**src/sv/gfs_sqrt.sv**
```systemverilog
// gfs_sqrt: pipelined integer square root of a 32-bit value, one result bit per stage
// self-contained; advances when en is high

module gfs_sqrt (
    input  logic        clk,
    input  logic        en,
    input  logic [31:0] n,
    output logic [15:0] root
);

    localparam int STAGES = 16;

    logic [31:0] n_reg [STAGES];
    logic [31:0] r_reg [STAGES];

    for (genvar i = 0; i < STAGES; i++)
    begin : g_stage
        localparam logic [31:0] BIT = 32'd1 << (30 - 2 * i);
        logic [31:0] n_in;
        logic [31:0] r_in;
        logic [32:0] sum;
        logic        ge;
        logic [31:0] n_next;
        logic [31:0] r_next;

        if (i == 0)
        begin : g_first
            assign n_in = n;
            assign r_in = '0;
        end
        else
        begin : g_rest
            assign n_in = n_reg[i-1];
            assign r_in = r_reg[i-1];
        end

        assign sum    = {1'b0, r_in} + {1'b0, BIT};
        assign ge     = ({1'b0, n_in} >= sum);
        assign n_next = ge ? (n_in - sum[31:0]) : n_in;
        assign r_next = ge ? ((r_in >> 1) + BIT) : (r_in >> 1);

        always_ff @(posedge clk)
        begin
            if (en)
            begin
                n_reg[i] <= n_next;
                r_reg[i] <= r_next;
            end
        end
    end

    assign root = r_reg[STAGES-1][15:0];

endmodule

```
**config.mk**
```make
export PLATFORM = sky130hd
export DESIGN_NAME = gfs_sqrt
export DESIGN_NICKNAME = d
export VERILOG_FILES = /design/src/sv/gfs_sqrt.sv
export SDC_FILE = /design/constraint.sdc
export NUM_CORES = 1
export LEC_CHECK = 0
export BUFFER_PORTS_ARGS = -buffer_cell sky130_fd_sc_hd__buf_4
export CORE_MARGIN = 2
export CORE_UTILIZATION = 50
export CTS_CLUSTER_SIZE = 40
export DETAILED_ROUTE_END_ITERATION = 6
export HOLD_SLACK_MARGIN = 0.03
export PLACE_DENSITY = 0.66
export SYNTH_ARGS = -nofsm -noshare
export SYNTH_HDL_FRONTEND = slang
export SYNTH_SLANG_ARGS = --single-unit
```
**constraint.sdc**
```tcl
create_clock -name clk -period 3.08 [get_ports clk]
set_input_delay 0.462 -clock clk [delete_from_list [all_inputs] [get_ports clk]]
set_output_delay 0.462 -clock clk [all_outputs]
set_load 0.005 [all_outputs]
```
==> results.txt <==
----------------------------------------------------
[STA]
  Count of final hold-check violations ... 0
  Final hold slack ... 204 ps
  Final critical-path share of the clock period ... 0.966
  Max Slew Vio Count ... 0
  Post-route worst setup slack ... 104 ps
  Pin slew with the least headroom to its limit ... 1050 ps
  Max_slew headroom ... 0.296
  Post-route minimum period ... 2980 ps
  Unrepaired setup endpoints after global routing ... true
  FMAX ... 0.336 GHz
  Setup Skew ... 35.2 ps
  Setup-violating endpoint count in the final report ... 0

[Worst hold path]
  Path class of the lowest-slack min-delay path ... input port to flop

[Yosys]
  Synth cell count leaders ... sky130_fd_sc_hd__edfxtp_1, sky130_fd_sc_hd__inv_1, sky130_fd_sc_hd__ha_1
  EDFF count, synth ... 616
  Most common cell in the synthesized netlist ... sky130_fd_sc_hd__edfxtp_1
  Cell type contributing the most total cell area after synthesis ... sky130_fd_sc_hd__edfxtp_1
  Synthesized netlist net count ... 2401
  Share of the synthesized area in the top cell type ... 0.638
  Distinct cell type count after synthesis ... 79
  Yosys warning count ... 0
  Proportion of synthesized chip area in sequential cells ... 0.638
  Synth area leaders ... sky130_fd_sc_hd__edfxtp_1, sky130_fd_sc_hd__ha_1, sky130_fd_sc_hd__xor2_1
  Post-synthesis area per instance ... 13.1 um^2
  Number of storage elements in the synthesis netlist ... 616
  FFs w/ async S/R, synth ... 0
  Most used DFF post-synth ... sky130_fd_sc_hd__edfxtp_1
  Number of instances in the synthesized netlist ... 2217
  Post-Syn Area ... 0.0290 mm^2

[Drt]
  1st-pass router iterations ... 5
  Antenna-violating nets left ... 0
  Number of remaining DRC errors ... 0
  Number of vias in the routed layout ... 17800
  WL final ... 59.0 mm
  Via-per-instance ratio ... 5.56
  Average wire per cell in the routed design ... 18.5 um
  Drt first-iter violations ... 1234

[Final layout]
  Area Growth Syn to Fin ... 14.4%
  Number of flip-flops under the largest register name ... 480
  Net total in the final layout ... 2563
  Share of post-route cells with drive strength above 1 ... 0.102
  Final antenna diode count ... 0
  Core occupancy in the finished layout ... 0.577
  Post-layout instance area ... 0.0332 mm^2

[Placed design]
  Worst-case setup slack after placement ... 121 ps
  Placement-stage cell area ... 0.0306 mm^2
  IO buf count ... 49
  Final Wtd Congestion ... 0.887
  Half-perimeter wire length after detailed placement ... 43.2 mm

[Worst setup path]
  Buffers and inverters on the worst path ... 1
  Critical Path RT ... 3420 ps
  Startpoint type of the worst setup path ... flop
  Crit-path cells ... or3_4 -> or4_4 -> or2_0 -> a311o_2 -> nor2_8 -> inv_2 -> mux2_4
  Slowest-stage cell, CP ... sky130_fd_sc_hd__or4_4
  CP endpoint kind ... flop
  Slowest stage delay, CP ... 460 ps
  Family with the most delay on the worst path ... simple AND/OR/NAND/NOR gates
  Kind of critical path ... flop to flop
  Critical Path AT ... 3310 ps
  Largest fanout on the critical path ... 18

[Floorplan]
  Floorplan row count ... 88
  Starting utilization of the core area ... 0.504
  Floorplan die height ... 245 um
  Horizontal die dimension ... 245 um
  Die area ... 0.0599 mm^2
  Core region area ... 0.0575 mm^2
  I/O pin count ... 50

[Global route]
  First-pass GRT wire length ... 92.7 mm
  Initial antenna violation count ... 0
  Number of global-route vias before repair ... 17800
  Maximum number of pins on one net before global-route repair ... 95
  Total GRT Usage ... 0.198
  Remaining global-route overflow ... 0

[Power]
  Power Dens Cells ... 684 mW/mm^2
  Switching Fraction ... 0.264
  Proportion of power drawn by flip-flops and latches ... 0.495
  Switching Power ... 0.00598 W
  Total internal power ... 0.0167 W
  Power share of the clock group ... 0.350
  Total power after layout ... 0.0227 W
  Standby leakage power ... 12.5 nW
  Maximum vdd ir drop ... 0.510 mV
  Combinational fraction of design power ... 0.155

[Clock tree]
  Clock tree root buffer cell ... sky130_fd_sc_hd__clkbuf_16
  CTS sink count ... 616
  Insertion delay of the later-clocked pin in the worst-skew pair ... 600 ps
  Bufs on Longest Clock Path ... 3
  Clock buffers created by TritonCTS ... 66
  Clock-pin slew on the worst setup and hold paths ... 60 ps
  Clock tree from TritonCTS ... done
  H-tree levels ... 3

[Job]
  Max Cap Viol ... 0

[Status]
  Run status ... completed

----------------------------------------------------
-- layout by cell type, fill, tap and decap left out, drive strengths merged, types with 6 or more instances in the layout --
cell type	netlist	layout
o41ai	7	7
nand4	28	28
mux2	17	17
o21ai	128	128
nor3b	6	6
clkinv	0	28
ha	150	150
nor3	71	71
dlygate4sd3	0	30
buf	11	97
a21oi	89	89
and4	8	8
inv	189	191
o211ai	13	13
nand2b	19	19
xnor2	74	74
nor2b	22	22
nor4b	16	16
a21o	28	28
bufinv	0	8
nor4	85	85
o21bai	8	8
o31ai	17	17
xor2	108	108
or2	11	11
mux2i	11	11
a211oi	11	11
nand3	35	35
a21boi	9	9
or3	29	29
or4	12	12
o21a	36	36
nand2	141	141
nor2	114	114
edfxtp	616	616
clkbuf	22	76
-- final timing paths --
path / start / end / slack [ps] / cells past startpoint
worst max-delay path: n_reg[1][178]$_DFFE_PP_ / n_reg[1][204]$_DFFE_PP_ / 100 / 7
worst min-delay path: n[31] / n_reg[0][31]$_DFFE_PP_ / 200 / 3
worst max register to register: n_reg[1][178]$_DFFE_PP_ / n_reg[1][204]$_DFFE_PP_ / 100 / 7
worst min register to register: r_reg[1][28]$_DFFE_PP_ / r_reg[2][27]$_DFFE_PP_ / 440 / 0
-- cell type report --
type	count	area, um^2
clock buffers	76	1690
clock inverters	40	488
fillers	4597	24300
inverters	189	709
multi-input cells	1379	9680
flip-flops and latches	616	18500
well taps	765	957
repair buffers	127	1140
-- power groups by stage --
| stage | Clock, W | Combinational, W | Sequential [W] |
|---|---|---|---|
| detailed placement | 0 | 0.00344 | 0.0114 |
| floorplan | 0 | 0.00251 | 0.0111 |
| global route | 0.00844 | 0.00395 | 0.0113 |
| CTS | 0.00811 | 0.00350 | 0.0112 |
| global placement | 0 | 0.00336 | 0.0114 |
| finish | 0.00793 | 0.00352 | 0.0112 |
-- logic make-up after synthesis --
family / count (synthesis) / share of synthesized area
fa+ha+maj: 150 / 0.0648
mux: 28 / 0.0107
flops: 616 / 0.638
simple gates: 629 / 0.116
buf+inv: 222 / 0.0306
xor+xnor: 182 / 0.0550
compound gates: 390 / 0.0849
-- through the flow --
step,setup TNS (ps),std cells
after floorplan,0,2217
after global placement,0,3046
after detailed placement,0,3046
after CTS,0,3192
after global routing,-37.7,3192
final,0,3192
-- routing by layer --
layer,part of all wire,GRT usage,up-vias
met5,0,0,-
met1,0.40,0.228,8544
li1,-,-,8680
met4,0.045,0.0988,0
met3,0.037,0.0305,146
met2,0.52,0.357,384
-- repair_timing --
| action | CTS | global route |
|---|---|---|
| endpoints found under the hold margin | 30 | 0 |
| setup buffers | 0 | 0 |
| endpoints found under the setup margin | 0 | 26 |
| hold buffers | 30 | 0 |
| resized for setup | 0 | 14 |
-- tightest hold or removal path: cells and delay by family --
family / cells / cell delay [ps]
buffers and inverters: 1 / 80
and+or+nand+nor: 1 / 30
AOI/OAI and AO/OA: 1 / 110
Note: power is estimated with default switching activity, not from simulation.
