==> config.mk <==
export PLATFORM = sky130hd
export DESIGN_NAME = gfs_div
export DESIGN_NICKNAME = d
export VERILOG_FILES = /design/src/sv/gfs_div.sv
export SDC_FILE = /design/constraint.sdc
export NUM_CORES = 2
export LEC_CHECK = 0
export BUFFER_PORTS_ARGS = -buffer_cell sky130_fd_sc_hd__buf_4
export CELL_PAD_IN_SITES_DETAIL_PLACEMENT = 1
export CELL_PAD_IN_SITES_GLOBAL_PLACEMENT = 1
export CORE_MARGIN = 8
export CORE_UTILIZATION = 45
export CTS_CLUSTER_SIZE = 30
export DETAILED_ROUTE_END_ITERATION = 6
export PLACE_DENSITY_LB_ADDON = 0.12
export SYNTH_ARGS = -nofsm -noshare
export SYNTH_HDL_FRONTEND = slang
export SYNTH_SLANG_ARGS = --single-unit
==> constraint.sdc <==
create_clock -name clk -period 6.5 [get_ports clk]
set_input_delay 0.325 -clock clk [delete_from_list [all_inputs] [get_ports clk]]
set_output_delay 0.325 -clock clk [all_outputs]
set_load 0.005 [all_outputs]
==> src/sv/gfs_div.sv <==
// gfs_div: pipelined unsigned restoring divider, one quotient bit per stage
// self-contained; advances when en is high

module gfs_div #(
    parameter int NUM_W = 24,
    parameter int DEN_W = 16
) (
    input  logic             clk,
    input  logic             en,
    input  logic [NUM_W-1:0] num,
    input  logic [DEN_W-1:0] den,
    output logic [NUM_W-1:0] quo
);

    logic [DEN_W-1:0] rem_reg [NUM_W];
    logic [NUM_W-1:0] nq_reg  [NUM_W];
    logic [DEN_W-1:0] den_reg [NUM_W];

    for (genvar s = 0; s < NUM_W; s++)
    begin : g_stage
        logic [DEN_W-1:0] rem_in;
        logic [NUM_W-1:0] nq_in;
        logic [DEN_W-1:0] den_in;
        logic [DEN_W:0]   trial;
        logic [DEN_W:0]   diff;
        logic             ge;
        logic [DEN_W-1:0] rem_next;
        logic [NUM_W-1:0] nq_next;

        if (s == 0)
        begin : g_first
            assign rem_in = '0;
            assign nq_in  = num;
            assign den_in = den;
        end
        else
        begin : g_rest
            assign rem_in = rem_reg[s-1];
            assign nq_in  = nq_reg[s-1];
            assign den_in = den_reg[s-1];
        end

        assign trial    = {rem_in, nq_in[NUM_W-1]};
        assign diff     = trial - {1'b0, den_in};
        assign ge       = (trial >= {1'b0, den_in});
        assign rem_next = ge ? diff[DEN_W-1:0] : trial[DEN_W-1:0];
        assign nq_next  = {nq_in[NUM_W-2:0], ge};

        always_ff @(posedge clk)
        begin
            if (en)
            begin
                rem_reg[s] <= rem_next;
                nq_reg[s]  <= nq_next;
                den_reg[s] <= den_in;
            end
        end
    end

    assign quo = nq_reg[NUM_W-1];

endmodule

==> impl_metrics.env <==
export IMPL_cts_sinks=1312
export IMPL_min_period_over_period_pct=61.1
export IMPL_max_vdd_ir_drop_uv=246
export IMPL_ys_flop_type="edfxtp_1"
export IMPL_wl_um=120000
export IMPL_rsz0062_at_grt="false"
export IMPL_end_kind="flip-flop"
export IMPL_r2r_slack_ns=2.53
export IMPL_finalCriticalPeriod_ns=3.97
export IMPL_setup_violations=0
export IMPL_rows=134
export IMPL_num_vias=33656
export IMPL_ant_nets=0
export IMPL_grt_usage_pct=16.3
export IMPL_yosysMostFrequentCell="edfxtp_1"
export IMPL_synth_top_area_cell="edfxtp_1"
export IMPL_nFillCells=13126
export IMPL_dp_cells=6163
export IMPL_path_max_fanout=25
export IMPL_hpwl_um=86000
export IMPL_num_io_pins=66
export IMPL_r2r_cells=10
export IMPL_synth_common_cells="edfxtp_1 (1312), inv_1 (479), ha_1 (370)"
export IMPL_post_drt_wl_per_cell_um=18.5
export IMPL_cts_buffer_depth=3
export IMPL_gp_congestion=0.801
export IMPL_synth_simple_area_share_pct=6.36
export IMPL_dieArea_sq_mm=0.147
export IMPL_cts_max_level=4
export IMPL_cts_root_buf="clkbuf_16"
export IMPL_cts_tree="yes"
export IMPL_tightest_slew_ns=1.18
export IMPL_leakagePower_nw=26.7
export IMPL_synth_fa_ha_area_share_pct=8.36
export IMPL_die_h_um=383
export IMPL_synth_top_family_by_area="compound AO/OA/AOI/OAI gates"
export IMPL_fin_worst_skew_ns=0.0301
export IMPL_clk_insertion_delay_late_ns=0.77
export IMPL_cp_start_kind="flip-flop"
export IMPL_fmax_mhz=252
export IMPL_hold_class="input pin to flip-flop"
export IMPL_synth_xor_area_share_pct=3.65
export IMPL_finalSetupTns_ns=0
export IMPL_yosysSeqAreaShare_pct=65.0
export IMPL_regArea_sq_mm=0.0394
export IMPL_path_class="flip-flop to flip-flop"
export IMPL_vias_per_cell=5.21
export IMPL_r2r_start="den_reg[2][33]"
export IMPL_ys_types=81
export IMPL_start_util_pct=45.4
export IMPL_worstReg2RegEnd="rem_reg[2][51]"
export IMPL_pwr_density_cell_mw_per_mm2=464
export IMPL_clk_pin_slew_ns=0.06
export IMPL_antenna_found_initial=0
export IMPL_required_ns=7.01
export IMPL_synthTopCellsByArea="edfxtp_1 (65%), ha_1 (7.6%), mux2_2 (3.6%)"
export IMPL_drt_iter0_markers=1524
export IMPL_maxCapViolCount=0
export IMPL_slew_violations=0
export IMPL_pre_cts_ws_ns=2.62
export IMPL_stdcell_count=6463
export IMPL_largest_register_ff_count=576
export IMPL_min_from="en"
export IMPL_holdPathEnd="nq_reg[0][16]"
export IMPL_synthArstFlopShare_pct=0
export IMPL_overflow=0
export IMPL_relSlewSlack_pct=21.5
export IMPL_yosysWarnings=0
export IMPL_hold_viol_final=0
export IMPL_synth_seq_cells=1312
export IMPL_core_area_sq_mm=0.134
export IMPL_nets=5018
export IMPL_diodes=0
export IMPL_p_total_w=0.0318
export IMPL_hold_depth=1
export IMPL_synthMuxAreaShare_pct=4.39
export IMPL_synth_compound_area_share_pct=8.87
export IMPL_grt_pass1_vias=35260
export IMPL_syn_area_sq_mm=0.0606
export IMPL_synth_edf_count=1312
export IMPL_numCtsBuffers=147
export IMPL_status="finished clean"
export IMPL_cts_resized=0
export IMPL_drive_above_1_share_pct=11.2
export IMPL_area_growth_pct=13.1
export IMPL_drc=0
export IMPL_grt_pass1_wl_um=192000
export IMPL_synth_top_area_share_pct=65.0
export IMPL_fp_dieW_um=383
export IMPL_numPortBuffers=65
export IMPL_grt_max_degree=202
export IMPL_finalCoreUtilization_pct=51.3
export IMPL_syn_nets=4796
export IMPL_worstPathArrival_ns=4.48
export IMPL_synth_cells=4362
export IMPL_syn_avg_cell_area_sq_um=13.9
export IMPL_multi_input_comb_area_sq_mm=0.0192
export IMPL_setup_ws_ns=2.53
export IMPL_dr_pass1_iters=5
## worst max-delay path, stage by stage, from the launching register on
cell and delay, ns:
edfxtp_1 0.43, inv_1 0.08, ha_1 0.23, nor2b_1 0.15
o31a_1 0.28, o31ai_1 0.45, a41oi_1 0.30, a221o_1 0.39
o21ai_0 0.32, nand2_1 0.59, mux2_2 0.48
## placed cells by master (no fill, tap or decap), types with 60 or more instances in the layout
master | netlist | routed
edfxtp_1 | 1312 | 1312
inv_1 | 479 | 479
ha_1 | 370 | 370
nor2_1 | 243 | 243
a21oi_1 | 230 | 230
o21ai_0 | 197 | 196
nand2_1 | 195 | 195
mux2_2 | 192 | 192
xnor2_1 | 163 | 163
clkbuf_16 | 0 | 147
a21o_1 | 92 | 92
xor2_1 | 90 | 90
buf_4 | 6 | 77
nor2b_1 | 60 | 60
## layout make-up
cell class	count	share of cell area [%]
sequential	1312	57.5
multi-input combinational	2518	28.0
clock buffer	172	5.50
tap	1768	3.23
inverter	479	2.62
timing repair buffer	126	1.70
clock inverter	88	1.47
## power by group
| part | total, W | switching, W | leakage (nW) | internal, W |
|---|---|---|---|---|
| registers | 0.0127 | 0.000968 | 12.8 | 0.0117 |
| clock network | 0.00813 | 0.00340 | 2.32 | 0.00473 |
| logic | 0.0110 | 0.00592 | 11.6 | 0.00510 |
| total | 0.0318 | 0.0103 | 26.7 | 0.0216 |
## logic make-up (layout without fill, tap and decap cells)
logic type	Yosys count	in the layout
multiplexers	238	238
XOR/XNOR	253	253
adder cells (fa/ha/maj)	392	392
AND/OR/NAND/NOR	803	803
buffers and inverters	532	865
flip-flops	1312	1312
AO/OA/AOI/OAI	832	832
## routing by layer
layer | GRT usage (%) | part of all wire, % | vias up
met3 | 2.63 | 2.7 | 196
met4 | 4.76 | 2.5 | 0
met1 | 20.2 | 43 | 16505
met2 | 29.3 | 51 | 357
met5 | 0 | 0 | -
li1 | - | - | 16598
## metrics by stage
step	hold WS [ns]	instance area [sq um]
2_1_floorplan	0.400	60600
3_3_place_gp	0.401	63400
3_5_place_dp	0.405	63400
4_1_cts	0.0524	68600
5_1_grt	0.0610	68600
6_report	0.0603	68600
## how the worst max path moves through the flow
stage,slack [ns],start,depth (start not counted),end
final,2.53,den_reg[2][33],10,rem_reg[2][51]
after global routing,2.31,den_reg[2][33],10,rem_reg[2][62]
after CTS,2.60,den_reg[2][33],10,rem_reg[2][51]
after detailed placement,2.62,den_reg[2][33],10,rem_reg[2][56]
after global placement,2.80,den_reg[0][33],11,rem_reg[0][52]
after floorplan,3.39,den_reg[0][17],12,rem_reg[0][40]
## timing repair
| item | in CTS | in global routing |
|---|---|---|
| hold buffers | 40 | 0 |
| setup endpoints to repair | 0 | 0 |
| hold endpoints to repair | 52 | 0 |
| setup buffers | 0 | 0 |
Power figures use the tool's default switching activity.
